$ cat config.mk
export PLATFORM = sky130hd
export DESIGN_NAME = multi_lane_i2c_master
export DESIGN_NICKNAME = d
export VERILOG_FILES = /design/src/hw/rtl/i2cm_pkg.sv /design/src/hw/rtl/i2cm_lane.sv /design/src/hw/rtl/i2cm_seq.sv /design/src/hw/rtl/i2cm_merge.sv /design/src/hw/rtl/multi_lane_i2c_master.sv
export SDC_FILE = /design/constraint.sdc
export NUM_CORES = 1
export LEC_CHECK = 0
export BUFFER_PORTS_ARGS = -buffer_cell sky130_fd_sc_hd__buf_2
export CAP_MARGIN = 20
export CORE_AREA = 8 8 182 184
export CTS_BUF_LIST = sky130_fd_sc_hd__clkbuf_8
export CTS_CLUSTER_DIAMETER = 100
export DETAILED_ROUTE_END_ITERATION = 8
export DIE_AREA = 0 0 190 192
export GPL_TIMING_DRIVEN = 0
export PLACE_DENSITY = 0.56
export SETUP_SLACK_MARGIN = 0.4
export SKIP_LAST_GASP = 1
export SLEW_MARGIN = 5
export SYNTH_ARGS = -nofsm -noshare
export SYNTH_HDL_FRONTEND = slang
export SYNTH_SLANG_ARGS = --single-unit
$ cat constraint.sdc
create_clock -name clock -period 16.6 [get_ports clock]
set_input_delay 4.98 -clock clock [delete_from_list [all_inputs] [get_ports clock]]
set_output_delay 4.98 -clock clock [all_outputs]
set_load 0.01 [all_outputs]
$ cat src/hw/rtl/i2cm_pkg.sv
package i2cm_pkg;

   // lanes that the word format can carry
   localparam int LANES_MAX = 4;
   localparam int LANES_DEF = 4;

   localparam logic [15:0] HALF_PERIOD_RST = 16'd50;
   localparam logic [3:0]  LANE_MASK_RST   = 4'hf;

   localparam int CSR_IDX_W  = 1;
   localparam int CSR_DATA_W = 16;

   localparam logic [CSR_IDX_W-1:0] CSR_HALF_PERIOD = 1'd0;
   localparam logic [CSR_IDX_W-1:0] CSR_LANE_MASK   = 1'd1;

   typedef enum logic [1:0] {
      CMD_TICK  = 2'd0,
      CMD_WRITE = 2'd1,
      CMD_READ  = 2'd2,
      CMD_BYTE  = 2'd3
   } cmd_type;

   typedef enum logic [3:0] {
      PH_IDLE      = 4'd0,
      PH_ST_A      = 4'd1,
      PH_ST_B      = 4'd2,
      PH_ST_C      = 4'd3,
      PH_BIT_LOW   = 4'd4,
      PH_BIT_WAIT  = 4'd5,
      PH_BIT_HIGH  = 4'd6,
      PH_ACK_LOW   = 4'd7,
      PH_ACK_WAIT  = 4'd8,
      PH_ACK_HIGH  = 4'd9,
      PH_WAIT_BYTE = 4'd10,
      PH_STOP_LOW  = 4'd11,
      PH_STOP_WAIT = 4'd12,
      PH_STOP_HIGH = 4'd13,
      PH_STOP_END  = 4'd14
   } phase_type;

   typedef struct packed {
      logic [1:0] cmd;
      logic [6:0] dev_addr;
      logic [7:0] xfer_len;
      logic [7:0] wr_byte;
      logic [3:0] scl_in;
      logic [3:0] sda_in;
   } req_item_type;

   typedef struct packed {
      logic [3:0]  scl_low;
      logic [3:0]  sda_low;
      logic        busy_res;
      logic        want_byte;
      logic        rd_valid;
      logic [31:0] rd_bytes;
      logic        ack_valid;
      logic [3:0]  addr_ack;
      logic        done_res;
      logic        cmd_refused;
   } rsp_item_type;

   // sequencer to lane cells
   typedef struct packed {
      logic shift;
      logic rd_valid;
      logic ack_valid;
   } lane_ctrl_type;

   // sequencer status for one tick
   typedef struct packed {
      logic [3:0] scl_low;
      logic [3:0] sda_low;
      logic       busy_res;
      logic       want_byte;
      logic       rd_valid;
      logic       ack_valid;
      logic       done_res;
      logic       cmd_refused;
   } seq_status_type;

endpackage

$ cat src/hw/rtl/i2cm_lane.sv
module i2cm_lane
   import i2cm_pkg::*;
(
   input  logic          clock,
   input  logic          reset,
   input  lane_ctrl_type ctrl,
   input  logic          lane_en,
   input  logic          sda_bit,
   output logic [7:0]    rd_byte,
   output logic          ack_bit
);

   logic [7:0] rx_ff;
   logic [7:0] rx_in;
   logic       bit_v;

   // a disabled lane reads as released
   assign bit_v = sda_bit | ~lane_en;
   assign rx_in = {rx_ff[6:0], bit_v};

   always_ff @(posedge clock) begin
      if (reset) begin
         rx_ff <= '0;
      end else if (ctrl.shift) begin
         rx_ff <= rx_in;
      end
   end

   assign rd_byte = ctrl.rd_valid ? rx_in : 8'd0;
   assign ack_bit = ctrl.ack_valid & ~sda_bit & lane_en;

endmodule

$ cat src/hw/rtl/i2cm_seq.sv
module i2cm_seq
   import i2cm_pkg::*;
(
   input  logic           clock,
   input  logic           reset,
   input  logic           accept,
   input  req_item_type   req,
   input  logic [15:0]    half_period,
   input  logic [3:0]     lanes_on,
   output seq_status_type status,
   output lane_ctrl_type  lane_ctrl
);

   phase_type   phase_ff, phase_in;
   logic [15:0] tick_ff, tick_in;
   logic [3:0]  bit_idx_ff, bit_idx_in;
   logic [7:0]  bytes_left_ff, bytes_left_in;
   logic [7:0]  tx_ff, tx_in;
   logic [7:0]  next_byte_ff, next_byte_in;
   logic        read_mode_ff, read_mode_in;
   logic        pending_ff, pending_in;
   logic        scl_drv_ff, scl_drv_in;
   logic        sda_drv_ff, sda_drv_in;
   logic        in_addr_ff, in_addr_in;

   logic        scl_ok;
   logic [15:0] tick_plus;
   logic        elapsed;
   logic        refused;
   logic        rd_valid;
   logic        ack_valid;
   logic        done;
   logic        shift;

   assign scl_ok = (req.scl_in & lanes_on) == lanes_on;

   always_comb begin
      phase_in      = phase_ff;
      tick_in       = tick_ff;
      bit_idx_in    = bit_idx_ff;
      bytes_left_in = bytes_left_ff;
      tx_in         = tx_ff;
      next_byte_in  = next_byte_ff;
      read_mode_in  = read_mode_ff;
      pending_in    = pending_ff;
      scl_drv_in    = scl_drv_ff;
      sda_drv_in    = sda_drv_ff;
      in_addr_in    = in_addr_ff;
      refused       = 1'b0;
      rd_valid      = 1'b0;
      ack_valid     = 1'b0;
      done          = 1'b0;
      shift         = 1'b0;

      // command first
      case (req.cmd)
         CMD_WRITE, CMD_READ: begin
            if (phase_ff != PH_IDLE) begin
               refused = 1'b1;
            end else begin
               read_mode_in  = (req.cmd == CMD_READ);
               bytes_left_in = req.xfer_len;
               tx_in         = {req.dev_addr, (req.cmd == CMD_READ)};
               bit_idx_in    = '0;
               in_addr_in    = 1'b1;
               pending_in    = 1'b0;
               tick_in       = '0;
               scl_drv_in    = 1'b0;
               sda_drv_in    = 1'b0;
               phase_in      = PH_ST_A;
            end
         end
         CMD_BYTE: begin
            if (phase_ff != PH_IDLE && !read_mode_ff && !pending_ff &&
                (phase_ff == PH_WAIT_BYTE || bytes_left_ff != 8'd0)) begin
               next_byte_in = req.wr_byte;
               pending_in   = 1'b1;
            end else begin
               refused = 1'b1;
            end
         end
         default: begin
         end
      endcase

      tick_plus = tick_in + 16'd1;
      elapsed   = tick_plus >= half_period;

      // then one step of the bus machine
      case (phase_in)
         PH_IDLE: begin
         end
         PH_ST_A: begin
            tick_in = elapsed ? 16'd0 : tick_plus;
            if (elapsed) begin
               sda_drv_in = 1'b1;
               phase_in   = PH_ST_B;
            end
         end
         PH_ST_B: begin
            tick_in = elapsed ? 16'd0 : tick_plus;
            if (elapsed) begin
               scl_drv_in = 1'b1;
               phase_in   = PH_ST_C;
            end
         end
         PH_ST_C: begin
            tick_in = elapsed ? 16'd0 : tick_plus;
            if (elapsed) begin
               scl_drv_in = 1'b1;
               sda_drv_in = ~tx_in[7];
               tick_in    = '0;
               phase_in   = PH_BIT_LOW;
            end
         end
         PH_BIT_LOW: begin
            tick_in = elapsed ? 16'd0 : tick_plus;
            if (elapsed) begin
               scl_drv_in = 1'b0;
               phase_in   = PH_BIT_WAIT;
            end
         end
         PH_BIT_WAIT: begin
            if (scl_ok) begin
               if (read_mode_in && !in_addr_in) begin
                  shift    = 1'b1;
                  rd_valid = bit_idx_in >= 4'd7;
               end
               tick_in  = '0;
               phase_in = PH_BIT_HIGH;
            end
         end
         PH_BIT_HIGH: begin
            tick_in = elapsed ? 16'd0 : tick_plus;
            if (elapsed) begin
               tx_in      = {tx_in[6:0], 1'b0};
               bit_idx_in = bit_idx_in + 4'd1;
               scl_drv_in = 1'b1;
               if (bit_idx_in < 4'd8) begin
                  sda_drv_in = ~tx_in[7];
                  tick_in    = '0;
                  phase_in   = PH_BIT_LOW;
               end else begin
                  sda_drv_in = read_mode_in && !in_addr_in && bytes_left_in != 8'd0;
                  phase_in   = PH_ACK_LOW;
               end
            end
         end
         PH_ACK_LOW: begin
            tick_in = elapsed ? 16'd0 : tick_plus;
            if (elapsed) begin
               scl_drv_in = 1'b0;
               phase_in   = PH_ACK_WAIT;
            end
         end
         PH_ACK_WAIT: begin
            if (scl_ok) begin
               ack_valid = read_mode_in && in_addr_in;
               tick_in   = '0;
               phase_in  = PH_ACK_HIGH;
            end
         end
         PH_ACK_HIGH: begin
            tick_in = elapsed ? 16'd0 : tick_plus;
            if (elapsed) begin
               scl_drv_in = 1'b1;
               if (bytes_left_in == 8'd0) begin
                  sda_drv_in = 1'b1;
                  phase_in   = PH_STOP_LOW;
               end else begin
                  bytes_left_in = bytes_left_in - 8'd1;
                  in_addr_in    = 1'b0;
                  bit_idx_in    = '0;
                  if (read_mode_in) begin
                     tx_in      = 8'hff;
                     sda_drv_in = 1'b0;
                     tick_in    = '0;
                     phase_in   = PH_BIT_LOW;
                  end else if (pending_in) begin
                     tx_in      = next_byte_in;
                     pending_in = 1'b0;
                     sda_drv_in = ~next_byte_in[7];
                     tick_in    = '0;
                     phase_in   = PH_BIT_LOW;
                  end else begin
                     sda_drv_in = 1'b0;
                     phase_in   = PH_WAIT_BYTE;
                  end
               end
            end
         end
         PH_WAIT_BYTE: begin
            if (pending_in) begin
               tx_in      = next_byte_in;
               pending_in = 1'b0;
               scl_drv_in = 1'b1;
               sda_drv_in = ~next_byte_in[7];
               tick_in    = '0;
               phase_in   = PH_BIT_LOW;
            end
         end
         PH_STOP_LOW: begin
            tick_in = elapsed ? 16'd0 : tick_plus;
            if (elapsed) begin
               scl_drv_in = 1'b0;
               phase_in   = PH_STOP_WAIT;
            end
         end
         PH_STOP_WAIT: begin
            if (scl_ok) begin
               tick_in  = '0;
               phase_in = PH_STOP_HIGH;
            end
         end
         PH_STOP_HIGH: begin
            tick_in = elapsed ? 16'd0 : tick_plus;
            if (elapsed) begin
               sda_drv_in = 1'b0;
               phase_in   = PH_STOP_END;
            end
         end
         PH_STOP_END: begin
            tick_in = elapsed ? 16'd0 : tick_plus;
            if (elapsed) begin
               done     = 1'b1;
               phase_in = PH_IDLE;
            end
         end
         default: begin
            phase_in   = PH_IDLE;
            scl_drv_in = 1'b0;
            sda_drv_in = 1'b0;
            tick_in    = '0;
         end
      endcase
   end

   always_comb begin
      status.scl_low     = scl_drv_in ? lanes_on : 4'd0;
      status.sda_low     = sda_drv_in ? lanes_on : 4'd0;
      status.busy_res    = phase_in != PH_IDLE;
      status.want_byte   = phase_in == PH_WAIT_BYTE;
      status.rd_valid    = rd_valid;
      status.ack_valid   = ack_valid;
      status.done_res    = done;
      status.cmd_refused = refused;
      lane_ctrl.shift     = accept & shift;
      lane_ctrl.rd_valid  = rd_valid;
      lane_ctrl.ack_valid = ack_valid;
   end

   always_ff @(posedge clock) begin
      if (reset) begin
         phase_ff      <= PH_IDLE;
         tick_ff       <= '0;
         bit_idx_ff    <= '0;
         bytes_left_ff <= '0;
         tx_ff         <= '0;
         next_byte_ff  <= '0;
         read_mode_ff  <= 1'b0;
         pending_ff    <= 1'b0;
         scl_drv_ff    <= 1'b0;
         sda_drv_ff    <= 1'b0;
         in_addr_ff    <= 1'b0;
      end else if (accept) begin
         phase_ff      <= phase_in;
         tick_ff       <= tick_in;
         bit_idx_ff    <= bit_idx_in;
         bytes_left_ff <= bytes_left_in;
         tx_ff         <= tx_in;
         next_byte_ff  <= next_byte_in;
         read_mode_ff  <= read_mode_in;
         pending_ff    <= pending_in;
         scl_drv_ff    <= scl_drv_in;
         sda_drv_ff    <= sda_drv_in;
         in_addr_ff    <= in_addr_in;
      end
   end

endmodule

$ cat src/hw/rtl/i2cm_merge.sv
module i2cm_merge
   import i2cm_pkg::*;
(
   input  logic                         clock,
   input  logic                         reset,
   input  logic                         push,
   input  seq_status_type               status,
   input  logic [LANES_MAX-1:0][7:0]    rd_lanes,
   input  logic [LANES_MAX-1:0]         ack_lanes,
   input  logic                         rsp_stall,
   output logic                         rsp_valid,
   output rsp_item_type                 rsp_data,
   output logic                         req_stall
);

   rsp_item_type item;
   rsp_item_type out_ff, skid_ff;
   logic         out_valid_ff, skid_valid_ff;
   logic         pop;

   always_comb begin
      item.scl_low     = status.scl_low;
      item.sda_low     = status.sda_low;
      item.busy_res    = status.busy_res;
      item.want_byte   = status.want_byte;
      item.rd_valid    = status.rd_valid;
      item.rd_bytes    = rd_lanes;
      item.ack_valid   = status.ack_valid;
      item.addr_ack    = ack_lanes;
      item.done_res    = status.done_res;
      item.cmd_refused = status.cmd_refused;
   end

   assign pop = out_valid_ff & ~rsp_stall;

   // output register plus skid word
   always_ff @(posedge clock) begin
      if (reset) begin
         out_valid_ff  <= 1'b0;
         skid_valid_ff <= 1'b0;
      end else if (pop) begin
         if (skid_valid_ff) begin
            skid_valid_ff <= 1'b0;
         end else begin
            out_valid_ff <= push;
         end
      end else if (push) begin
         if (out_valid_ff) begin
            skid_valid_ff <= 1'b1;
         end else begin
            out_valid_ff <= 1'b1;
         end
      end
   end

   always_ff @(posedge clock) begin
      if (pop && skid_valid_ff) begin
         out_ff <= skid_ff;
      end else if (push && (pop || !out_valid_ff)) begin
         out_ff <= item;
      end
      if (push && out_valid_ff && !pop) begin
         skid_ff <= item;
      end
   end

   assign rsp_valid = out_valid_ff;
   assign rsp_data  = out_ff;
   assign req_stall = skid_valid_ff;

endmodule

$ cat src/hw/rtl/multi_lane_i2c_master.sv
// multi-lane i2c master: drives up to four i2c buses in lockstep from one
// sequencer. each request word is one timer tick carrying the sampled scl and
// sda levels of every lane plus an optional command (begin write, begin read,
// supply write byte); each tick gives exactly one response word with the
// lanes to pull low and the status of that tick. a word is taken every clock
// cycle: the sequencer advances one tick per accepted word, the lane cells
// shift their received bits in the same cycle, and the response goes through
// an output register backed by a skid word, so req_stall rises only when
// both hold words that the consumer has not yet taken. configuration writes
// (half period, lane mask) are always ready and must be made while no
// transfer is running
module multi_lane_i2c_master
   import i2cm_pkg::*;
#(
   parameter int LANES = LANES_DEF
) (
   input  logic                  clock,
   input  logic                  reset,
   // request channel, one word per timer tick
   input  logic                  req_valid,
   output logic                  req_stall,
   input  req_item_type          req_data,
   // response channel
   output logic                  rsp_valid,
   input  logic                  rsp_stall,
   output rsp_item_type          rsp_data,
   // configuration writes
   input  logic                  csr_valid,
   output logic                  csr_ready,
   input  logic [CSR_IDX_W-1:0]  csr_index,
   input  logic [CSR_DATA_W-1:0] csr_wdata
);

   // lanes past four do not fit the word format and are not built
   localparam int LANES_USED = (LANES < LANES_MAX) ? LANES : LANES_MAX;
   localparam logic [LANES_MAX-1:0] LANE_ALL =
      LANES_MAX'((1 << LANES_USED) - 1);

   logic [15:0] half_period_ff;
   logic [3:0]  lane_mask_ff;
   logic [3:0]  lanes_on;
   logic        accept;

   seq_status_type              status;
   lane_ctrl_type               lane_ctrl;
   logic [LANES_MAX-1:0][7:0]   rd_lanes;
   logic [LANES_MAX-1:0]        ack_lanes;

   assign csr_ready = 1'b1;

   // register file
   always_ff @(posedge clock) begin
      if (reset) begin
         half_period_ff <= HALF_PERIOD_RST;
         lane_mask_ff   <= LANE_MASK_RST;
      end else if (csr_valid) begin
         case (csr_index)
            CSR_HALF_PERIOD: half_period_ff <= csr_wdata;
            CSR_LANE_MASK:   lane_mask_ff   <= csr_wdata[3:0];
            default: begin
            end
         endcase
      end
   end

   // only lanes that exist can be enabled
   assign lanes_on = lane_mask_ff & LANE_ALL;
   assign accept   = req_valid & ~req_stall;

   // shared bus sequencer: phases, bit timing, clock stretching wait
   i2cm_seq u_seq (
      .clock       (clock),
      .reset       (reset),
      .accept      (accept),
      .req         (req_data),
      .half_period (half_period_ff),
      .lanes_on    (lanes_on),
      .status      (status),
      .lane_ctrl   (lane_ctrl)
   );

   // one receive cell per lane, absent lanes read as zero
   for (genvar g = 0; g < LANES_MAX; g++) begin : g_lane
      if (g < LANES_USED) begin : g_on
         i2cm_lane u_lane (
            .clock   (clock),
            .reset   (reset),
            .ctrl    (lane_ctrl),
            .lane_en (lanes_on[g]),
            .sda_bit (req_data.sda_in[g]),
            .rd_byte (rd_lanes[g]),
            .ack_bit (ack_lanes[g])
         );
      end else begin : g_off
         assign rd_lanes[g]  = 8'd0;
         assign ack_lanes[g] = 1'b0;
      end
   end

   // gather lane results into the response word and buffer it
   i2cm_merge u_merge (
      .clock     (clock),
      .reset     (reset),
      .push      (accept),
      .status    (status),
      .rd_lanes  (rd_lanes),
      .ack_lanes (ack_lanes),
      .rsp_stall (rsp_stall),
      .rsp_valid (rsp_valid),
      .rsp_data  (rsp_data),
      .req_stall (req_stall)
   );

endmodule

==> results of run 1 <==
## stage by stage
stage	utilization, %	instances	hold slack [ns]	total power [mW]	cell area [sq um]
floorplan	-	1120	0.432	0.688	10500
global placement	38.1	1621	0.443	0.752	11500
detailed placement	38.4	1627	0.446	0.755	11600
CTS	40.8	1695	0.454	1.23	12300
global route	40.8	1695	0.473	1.26	12300
finish	40.8	1695	0.452	1.21	12300
## worst max path at each step
stage	end	slack, ns	depth (start not counted)
final	u_merge.rsp_data[40]$_DFFE_PP_	5.14	26
after global routing	u_seq.tick_ff[4]$_SDFFE_PP0P_	4.69	27
after CTS	u_merge.rsp_data[40]$_DFFE_PP_	5.18	26
after detailed placement	u_merge.rsp_data[40]$_DFFE_PP_	4.68	26
after global placement	u_merge.rsp_data[40]$_DFFE_PP_	4.70	26
after floorplan	u_merge.rsp_data[40]$_DFFE_PP_	6.59	25
## routing by layer
metal  GRT usage [%]  routed length, um  vias up
met2            27.9              14600      257
met4            7.64               1100        0
met3            3.18               1730       74
met5               0                  0        -
li1                -                  -     4357
met1            20.9              13600     4249
## cells in the final DEF, fill, tap and decap left out, types with 6 or more instances in the layout
master,count
nand2_1,174
buf_2,118
dfxtp_1,103
edfxtp_1,100
nor2_1,98
a21oi_1,91
o21ai_0,46
and2_1,44
clkbuf_1,43
inv_1,42
clkbuf_8,41
mux2_2,36
nor3_1,34
nand3_1,32
mux2i_1,25
ha_1,22
a211oi_1,18
nor2b_1,15
nand4_1,13
a22oi_1,13
nand2b_1,12
o31ai_1,10
a31oi_1,9
or3_1,8
xnor2_1,8
and3_1,8
a211o_1,8
buf_1,7
clkinv_2,6
## where the power goes
part / leakage (nW) / switching (mW) / internal [mW] / total, mW
registers: 1.76 / 0.0108 / 0.548 / 0.559
logic: 2.50 / 0.123 / 0.0635 / 0.187
clock network: 0.431 / 0.217 / 0.246 / 0.463
## state kept, by name, indices dropped and copies added (netlist names), 8 cells and up
signal	count
u_merge.rsp_data	50
u_merge.skid_ff	50
g_lane.g_on.u_lane.rx_ff	28
half_period_ff	16
u_seq.tick_ff	16
u_seq.bytes_left_ff	8
u_seq.next_byte_ff	8
u_seq.tx_ff	8
## final cells by class
cell class | count | area [sq um] | share of cell area [%]
plain buffers | 68 | 307 | 2.49
clock buffers | 41 | 564 | 4.58
clock inverters | 27 | 158 | 1.28
inverters | 28 | 105 | 0.853
multi-input cells | 821 | 5000 | 40.6
flip-flops and latches | 203 | 5060 | 41.1
well taps | 396 | 495 | 4.02
repair buffers | 111 | 618 | 5.02
## worst max-delay path, cell delays in order
cell and delay, ns:
buf_2 0.09, inv_1 0.05, ha_1 0.28, buf_2 0.21
nand2_1 0.17, clkbuf_1 0.49, clkbuf_1 0.59, clkbuf_1 0.53
and2_1 0.22, ha_1 0.21, nand3_1 0.18, nor2_1 0.22
nand4_1 0.21, or2_2 0.36, nand2b_1 0.16, nand2_1 0.08
ha_1 0.23, nand4_1 0.18, nor3_1 0.09, nor4_1 0.66
nand2_1 0.29, buf_4 0.28, a41oi_2 0.19, nand2_1 0.12
or3_1 0.41, o41ai_2 0.31
## logic make-up after synthesis
kind of cell               Yosys count
and+or+nand+nor                    463
muxes                               62
AOI/OAI and AO/OA                  260
xor gates and xnor gates            12
adders and majority gates           23
DFF                                203
other                                1
buffers and inverters               96
==> results.py, run 1 <==
metrics = {
    "grt": {
        "grt_max_degree": 31,
        "grt.overflow.total": 0,
        "grt_pass1_wl_um": 49000,
        "grt_use_total_pct": 16.8,
        "grt_pass1_vias": 8850,
        "antenna_found_initial": 0,
    },
    "sta": {
        "fmax_mhz": 87.2,
        "fin_tns_setup_ns": 0,
        "drv_slew": 0,
        "setup_viol": 0,
        "worst_slew_pin_slew_ns": 0.945,
        "post-route-period-util_pct": 69.1,
        "slew_headroom_pct": 37.0,
        "fin_crit_ns": 11.46,
        "hold_viol": 0,
        "rsz0062_at_grt": "no",
        "setup_slack_ns": 5.14,
        "finClkSkew_ns": 0.0191,
    },
    "worst_setup_path": {
        "startpoint": "req_data[31]",
        "rrSetupSlack_ns": 9.56,
        "required_ns": 16.95,
        "rr_endpoint": "u_merge.rsp_data[40]$_DFFE_PP_",
        "reg2reg_depth": 24,
        "crit_path_end_kind": "flop",
        "start_kind": "input pin",
        "cp_max_fo": 10,
        "cp.arrival_ns": 11.82,
        "path_class": "input pin to flop",
        "r2r-start": "u_seq.phase_ff[1]$_SDFFE_PP0P_",
    },
    "drt": {
        "vias": 8937,
        "drc": 0,
        "viasPerCell": 5.27,
        "drt_iter0_markers": 571,
        "final_antenna_net_count": 0,
        "drt_pass1_iterations": 5,
        "wire_per_inst_um": 18.3,
        "wl_um": 31000,
    },
    "clock_tree": {
        "cts_setup_buffers": 0,
        "cts.path.max_buffers": 3,
        "cts-hold-fix-buffers": 0,
        "ctsRootBufferMaster": "clkbuf_8",
        "cts_buffers": 38,
        "cts_tree": "built",
        "cts_resized": 0,
        "clkSlewWorstSetupHoldPaths_ns": 0.06,
        "h-tree-depth": 2,
        "clkLatencyLatePin_ns": 0.54,
        "cts.sinks": 203,
    },
    "hold_path": {
        "hold_path_class": "flop to flop",
        "whs_endpoint": "g_lane[1].g_on.u_lane.rx_ff[6]$_SDFFE_PP0P_",
        "min_path_cells": 2,
        "hp-start": "g_lane[1].g_on.u_lane.rx_ff[6]$_SDFFE_PP0P_",
    },
    "logic_synthesis": {
        "ys_ff_latch": 203,
        "ys_seq_area_share_pct": 48.4,
        "async_flop_share_pct": 0,
        "synth.top_cells.by_count": "nand2_1, dfxtp_1, edfxtp_1, nor2_1, a21oi_1",
        "ys_warn_count": 0,
        "synth_mux_area_share_pct": 6.41,
        "synth_top_area_share_pct": 28.7,
        "synth-compound-area-share_pct": 16.5,
        "synth_area_leaders": "edfxtp_1, dfxtp_1, nand2_1",
        "yosysMostFrequentCell": "nand2_1",
        "yosys.area_share.simple_pct": 21.0,
        "syn_area_per_cell_sq_um": 9.35,
        "synth_flop_cell": "dfxtp_1",
        "syn-num-nets": 1197,
        "synth_adder_area_share_pct": 2.72,
        "synthXorXnorAreaFrac_pct": 1.00,
        "ys_types": 81,
        "synth_top_family_by_area": "simple AND/OR/NAND/NOR gates",
        "synth_edf_count": 100,
        "syn-cell-area_sq_um": 10500,
        "synth_cells": 1120,
        "yosys.area.top_type": "edfxtp_1",
    },
    "floorplanning": {
        "std_cell_rows": 64,
        "die_y_um": 192,
        "dieArea_sq_um": 36500,
        "die_w_um": 190,
        "coreArea_sq_um": 30200,
        "io_pins": 108,
        "start_util_pct": 34.7,
    },
    "power_and_ir_drop": {
        "irDropWorstVdd_mv": 0.0400,
        "leakagePower_nw": 4.69,
        "powerDensity_nw_per_um2": 98.2,
    },
    "job": {
        "cap_violations": 0,
    },
    "placed_design": {
        "io_buffers": 105,
        "gp_routability_congestion": 0.926,
        "hpwl_um": 22500,
        "dpl_worst_slack_ns": 4.68,
    },
    "run_status": {
        "status": "finished, final reports clean",
    },
    "finish": {
        "nets": 1348,
        "n_antenna_cell": 0,
        "fillers": 3013,
        "area_growth_pct": 17.7,
        "drive_above_1_share_pct": 18.6,
    },
}
Note: power is estimated with default switching activity, not from simulation.
==> run 2: changes to the inputs <==
PLACE_DENSITY = 0.58   (was 0.56)
clock period = 10.2 ns   (was 16.6 ns; I/O delays follow)
==> results.py, run 2 (same netlist as run 1, synthesis figures left out) <==
metrics = {
    "sta": {
        "fin_tns_setup_ns": 0,
        "rsz0062_at_grt": "no",
        "timing.hold.ws_ns": 0.454,
        "fin_crit_ns": 9.22,
        "worst_slew_pin_slew_ns": 1.00,
        "finClkSkew_ns": 0.0367,
        "drv_slew": 0,
        "post-route-period-util_pct": 90.4,
        "hold_viol": 0,
        "slew_headroom_pct": 33.3,
        "fmax_mhz": 108,
        "setup_slack_ns": 0.977,
        "setup_viol": 0,
    },
    "worst_setup_path": {
        "cp.arrival_ns": 9.57,
        "required_ns": 10.55,
        "start_kind": "input pin",
        "r2r-start": "u_seq.phase_ff[1]$_SDFFE_PP0P_",
        "crit_path_end_kind": "flop",
        "path_class": "input pin to flop",
        "cp_max_fo": 10,
        "startpoint": "req_data[31]",
    },
    "finish": {
        "nets": 1347,
        "final_common_cell": "nand2_1",
        "layout_common_cells": "nand2_1, buf_2, dfxtp_1",
        "multiInputGateArea_sq_um": 5010,
        "post-route-util_pct": 40.7,
        "n_antenna_cell": 0,
        "seq_area_sq_um": 5060,
        "drive_above_1_share_pct": 18.5,
        "area_growth_pct": 17.5,
        "fillers": 3081,
        "final_area_sq_um": 12300,
    },
    "clock_tree": {
        "ctsRootBufferMaster": "clkbuf_8",
        "cts-hold-fix-buffers": 0,
        "cts_buffers": 38,
        "clkLatencyLatePin_ns": 0.55,
        "cts_tree": "built",
        "h-tree-depth": 2,
        "cts.path.max_buffers": 3,
        "cts.sinks": 203,
        "clkSlewWorstSetupHoldPaths_ns": 0.05,
    },
    "drt": {
        "wl_met1_um": 13400,
        "viasPerCell": 5.25,
        "vias": 8905,
        "topRoutingLayerUsed": "met4",
        "drt_iter0_markers": 652,
        "wl_um": 31000,
        "wl_met2_um": 14600,
        "drc": 0,
        "drt_pass1_iterations": 5,
        "final_antenna_net_count": 0,
        "wl_met3_um": 2050,
        "wire_per_inst_um": 18.3,
    },
    "grt": {
        "antenna_found_initial": 0,
        "grt_max_degree": 29,
        "grt.overflow.total": 0,
        "grt_use_total_pct": 16.8,
        "grt_pass1_wl_um": 49200,
        "grt_pass1_vias": 8885,
    },
    "hold_path": {
        "hold_path_class": "flop to flop",
        "hp-start": "half_period_ff[9]$_SDFFE_PP0P_",
    },
    "placed_design": {
        "io_buffers": 105,
        "gp_routability_congestion": 0.936,
        "dpl_worst_slack_ns": 0.136,
        "placed_area_sq_um": 11600,
        "hpwl_um": 22500,
    },
    "floorplanning": {
        "coreArea_sq_um": 30200,
        "start_util_pct": 34.7,
        "io_pins": 108,
        "std_cell_rows": 64,
        "die_y_um": 192,
        "die_w_um": 190,
        "dieArea_sq_um": 36500,
    },
    "power_and_ir_drop": {
        "leakagePower_nw": 4.68,
        "powerDensity_nw_per_um2": 160,
        "irDropWorstVdd_mv": 0.0852,
    },
    "run_status": {
        "status": "finished, final reports clean",
    },
    "job": {
        "cap_violations": 0,
    },
}
run 2: area by class of cell:
class,count,area share [%]
Multi-Input combinational cell,821,40.7
Tap cell,396,4.03
Timing Repair Buffer,110,4.78
Buffer,68,2.49
Clock inverter,26,1.13
Inverter,28,0.854
Clock buffer,43,4.81
Sequential cell,203,41.2
run 2: metrics by stage:
stage | std cells | power (mW)
after floorplan | 1120 | 1.12
after global placement | 1621 | 1.22
after detailed placement | 1626 | 1.23
after CTS | 1695 | 2.00
after global routing | 1695 | 2.06
final | 1695 | 1.97
run 2: path summary, 6_finish.rpt:
check | to | slack (ns) | cells past startpoint
setup / recovery | u_merge.rsp_data[40]$_DFFE_PP_ | 0.98 | 26
hold / removal | half_period_ff[9]$_SDFFE_PP0P_ | 0.45 | 2
setup reg to reg | u_merge.rsp_data[40]$_DFFE_PP_ | 3.46 | 24
hold reg to reg | half_period_ff[9]$_SDFFE_PP0P_ | 0.45 | 2
run 2: metal layers:
layer / vias to the layer above / global-route usage (%)
met3: 62 / 3.65
met2: 300 / 28.0
met5: - / 0
met4: 0 / 6.31
met1: 4194 / 21.1
li1: 4349 / -
run 2: worst max-delay path, cell delays in order:
cell and delay, ns:
buf_2 0.09, inv_1 0.05, ha_1 0.28, buf_2 0.20, nand2_1 0.18, clkbuf_1 0.45, clkbuf_1 0.58, clkbuf_1 0.54
and2_1 0.21, ha_1 0.19, nand3_1 0.17, nor2_1 0.23, nand4_1 0.20, or2_2 0.36, nand2b_1 0.16, nand2_1 0.09
ha_1 0.23, nand4_1 0.19, nor3_1 0.10, nor4_2 0.46, nand2_1 0.25, buf_4 0.26, a41oi_2 0.19, nand2_1 0.13
or3_1 0.41, o41ai_2 0.31
run 2: repair_timing:
item,CTS,global route
gates resized for setup,0,1
buffers inserted,0,0
endpoints found under the setup margin,0,22
run 2: where the power goes:
| part | total [mW] | switching, mW | internal [mW] | leakage, nW |
|---|---|---|---|---|
| Clock | 0.760 | 0.348 | 0.412 | 0.433 |
| Sequential | 0.910 | 0.0176 | 0.892 | 1.76 |
| Combinational | 0.301 | 0.200 | 0.101 | 2.49 |
==> run 3: changes to the inputs <==
--- a/config.mk
+++ b/config.mk
@@ -8,4 +8,3 @@
 export BUFFER_PORTS_ARGS = -buffer_cell sky130_fd_sc_hd__buf_2
-export CAP_MARGIN = 20
-export CORE_AREA = 8 8 182 184
+export CORE_AREA = 8 8 149 151
 export CTS_BUF_LIST = sky130_fd_sc_hd__clkbuf_8
@@ -13,5 +12,5 @@
 export DETAILED_ROUTE_END_ITERATION = 8
-export DIE_AREA = 0 0 190 192
+export DIE_AREA = 0 0 157 159
 export GPL_TIMING_DRIVEN = 0
-export PLACE_DENSITY = 0.58
+export PLACE_DENSITY = 0.8
 export SETUP_SLACK_MARGIN = 0.4
==> constraint.sdc (replaced) <==
create_clock -name clock -period 10.2 [get_ports clock]
set_input_delay 2.04 -clock clock [delete_from_list [all_inputs] [get_ports clock]]
set_output_delay 2.04 -clock clock [all_outputs]
set_load 0.01 [all_outputs]
==> results.py, run 3 (same netlist as run 1, synthesis figures left out) <==
metrics = {
    "sta": {
        "fin_tns_setup_ns": 0,
        "fmax_mhz": 117,
        "drv_slew": 0,
        "setup_viol": 0,
        "setup_slack_ns": 1.67,
        "post-route-period-util_pct": 83.6,
        "slew_headroom_pct": 12.1,
        "fin_crit_ns": 8.53,
        "finClkSkew_ns": 0.0316,
        "rsz0062_at_grt": "no",
        "hold_viol": 0,
        "worst_slew_pin_slew_ns": 1.31,
    },
    "floorplanning": {
        "dieArea_sq_um": 25000,
        "start_util_pct": 52.8,
        "std_cell_rows": 52,
        "die_y_um": 159,
        "die_w_um": 157,
        "io_pins": 108,
        "coreArea_sq_um": 19800,
    },
    "placed_design": {
        "io_buffers": 105,
        "dpl_worst_slack_ns": 1.35,
        "placed_area_sq_um": 11400,
        "gp_routability_congestion": 0.953,
        "hpwl_um": 20400,
    },
    "drt": {
        "vias": 9062,
        "drt_iter0_markers": 716,
        "wl_um": 28500,
        "drc": 0,
        "wl_met3_um": 2330,
        "wire_per_inst_um": 18.3,
        "topRoutingLayerUsed": "met4",
        "drt_pass1_iterations": 5,
        "final_antenna_net_count": 0,
        "viasPerCell": 5.82,
        "wl_met2_um": 13700,
        "wl_met1_um": 11500,
    },
    "worst_setup_path": {
        "worst_path_max_delay_cell": "nor4_1",
        "crit_path_end_kind": "flop",
        "crit_buf_inv": 7,
        "cpMostUsedCell": "nand2_1",
        "required_ns": 10.48,
        "cp.arrival_ns": 8.81,
        "path_class": "input pin to flop",
        "cp_slowest_stage_delay_ns": 0.66,
        "critPathTopFamily": "simple AND/OR/NAND/NOR gates",
        "start_kind": "input pin",
        "cp_max_fo": 10,
    },
    "clock_tree": {
        "cts.path.max_buffers": 3,
        "cts_resized": 0,
        "cts-hold-fix-buffers": 0,
        "clkLatencyLatePin_ns": 0.53,
        "cts_tree": "built",
        "ctsRootBufferMaster": "clkbuf_8",
        "cts_buffers": 34,
        "h-tree-depth": 2,
        "clkSlewWorstSetupHoldPaths_ns": 0.06,
        "cts_setup_buffers": 0,
        "cts.sinks": 203,
    },
    "finish": {
        "post-route-util_pct": 60.6,
        "final_common_cell": "nand2_1",
        "nets": 1340,
        "layout_common_cells": "nand2_1, buf_2, dfxtp_1",
        "drive_above_1_share_pct": 17.9,
        "n_antenna_cell": 0,
        "area_growth_pct": 14.9,
        "final_area_sq_um": 12000,
        "fillers": 1694,
    },
    "power_and_ir_drop": {
        "powerDensity_nw_per_um2": 157,
        "leakagePower_nw": 4.60,
        "irDropWorstVdd_mv": 0.0828,
        "design_power_total_mw": 1.89,
    },
    "grt": {
        "grt_use_total_pct": 22.4,
        "antenna_found_initial": 0,
        "grt_pass1_wl_um": 45200,
        "grt.overflow.total": 0,
        "grt_pass1_vias": 8760,
        "grt_max_degree": 34,
    },
    "job": {
        "cap_violations": 0,
    },
    "hold_path": {
        "hold_path_class": "flop to flop",
    },
    "run_status": {
        "status": "finished, final reports clean",
    },
}
[run 3: final timing paths]
check	start	endpoint	slack [ns]	cells past startpoint
max	req_data[31]	u_merge.rsp_data[40]$_DFFE_PP_	1.67	26
min	g_lane[0].g_on.u_lane.rx_ff[6]$_SDFFE_PP0P_	g_lane[0].g_on.u_lane.rx_ff[6]$_SDFFE_PP0P_	0.45	2
max reg2reg	u_seq.phase_ff[1]$_SDFFE_PP0P_	u_merge.rsp_data[40]$_DFFE_PP_	3.18	24
min reg2reg	g_lane[0].g_on.u_lane.rx_ff[6]$_SDFFE_PP0P_	g_lane[0].g_on.u_lane.rx_ff[6]$_SDFFE_PP0P_	0.45	2
[run 3: through the flow]
step,hold WS [ns],std cells
global placement,0.442,1495
floorplan,0.432,1120
detailed placement,0.446,1497
finish,0.453,1557
global route,0.476,1557
CTS,0.455,1557
[run 3: layout make-up]
type,count,area (sq um),share of cell area (%)
buffer,68,307,2.55
clock buffer,40,551,4.58
clock inverter,20,85.1,0.707
inverter,28,105,0.873
multi-input combinational,821,5010,41.6
sequential,203,5060,42.1
tap,270,338,2.81
timing repair buffer,107,573,4.76
[run 3: metal layers]
layer | vias to the layer above | global-route usage [%]
met1 | 4243 | 27.9
met3 | 77 | 4.18
met2 | 401 | 37.5
li1 | 4341 | -
met5 | - | 0
met4 | 0 | 9.18
[run 3: worst register-to-register path, delay by kind of cell (launching register included)]
family          cells  cell delay [ns]
flops               1             0.30
compound gates      2             0.63
simple gates       15             3.45
fa+ha+maj           2             0.41
buf+inv             5             1.98
[run 3: where the power goes]
part           total, mW  switching [mW]  internal, mW
Sequential         0.908          0.0163         0.892
Clock              0.680           0.323         0.357
Combinational      0.297           0.196         0.101
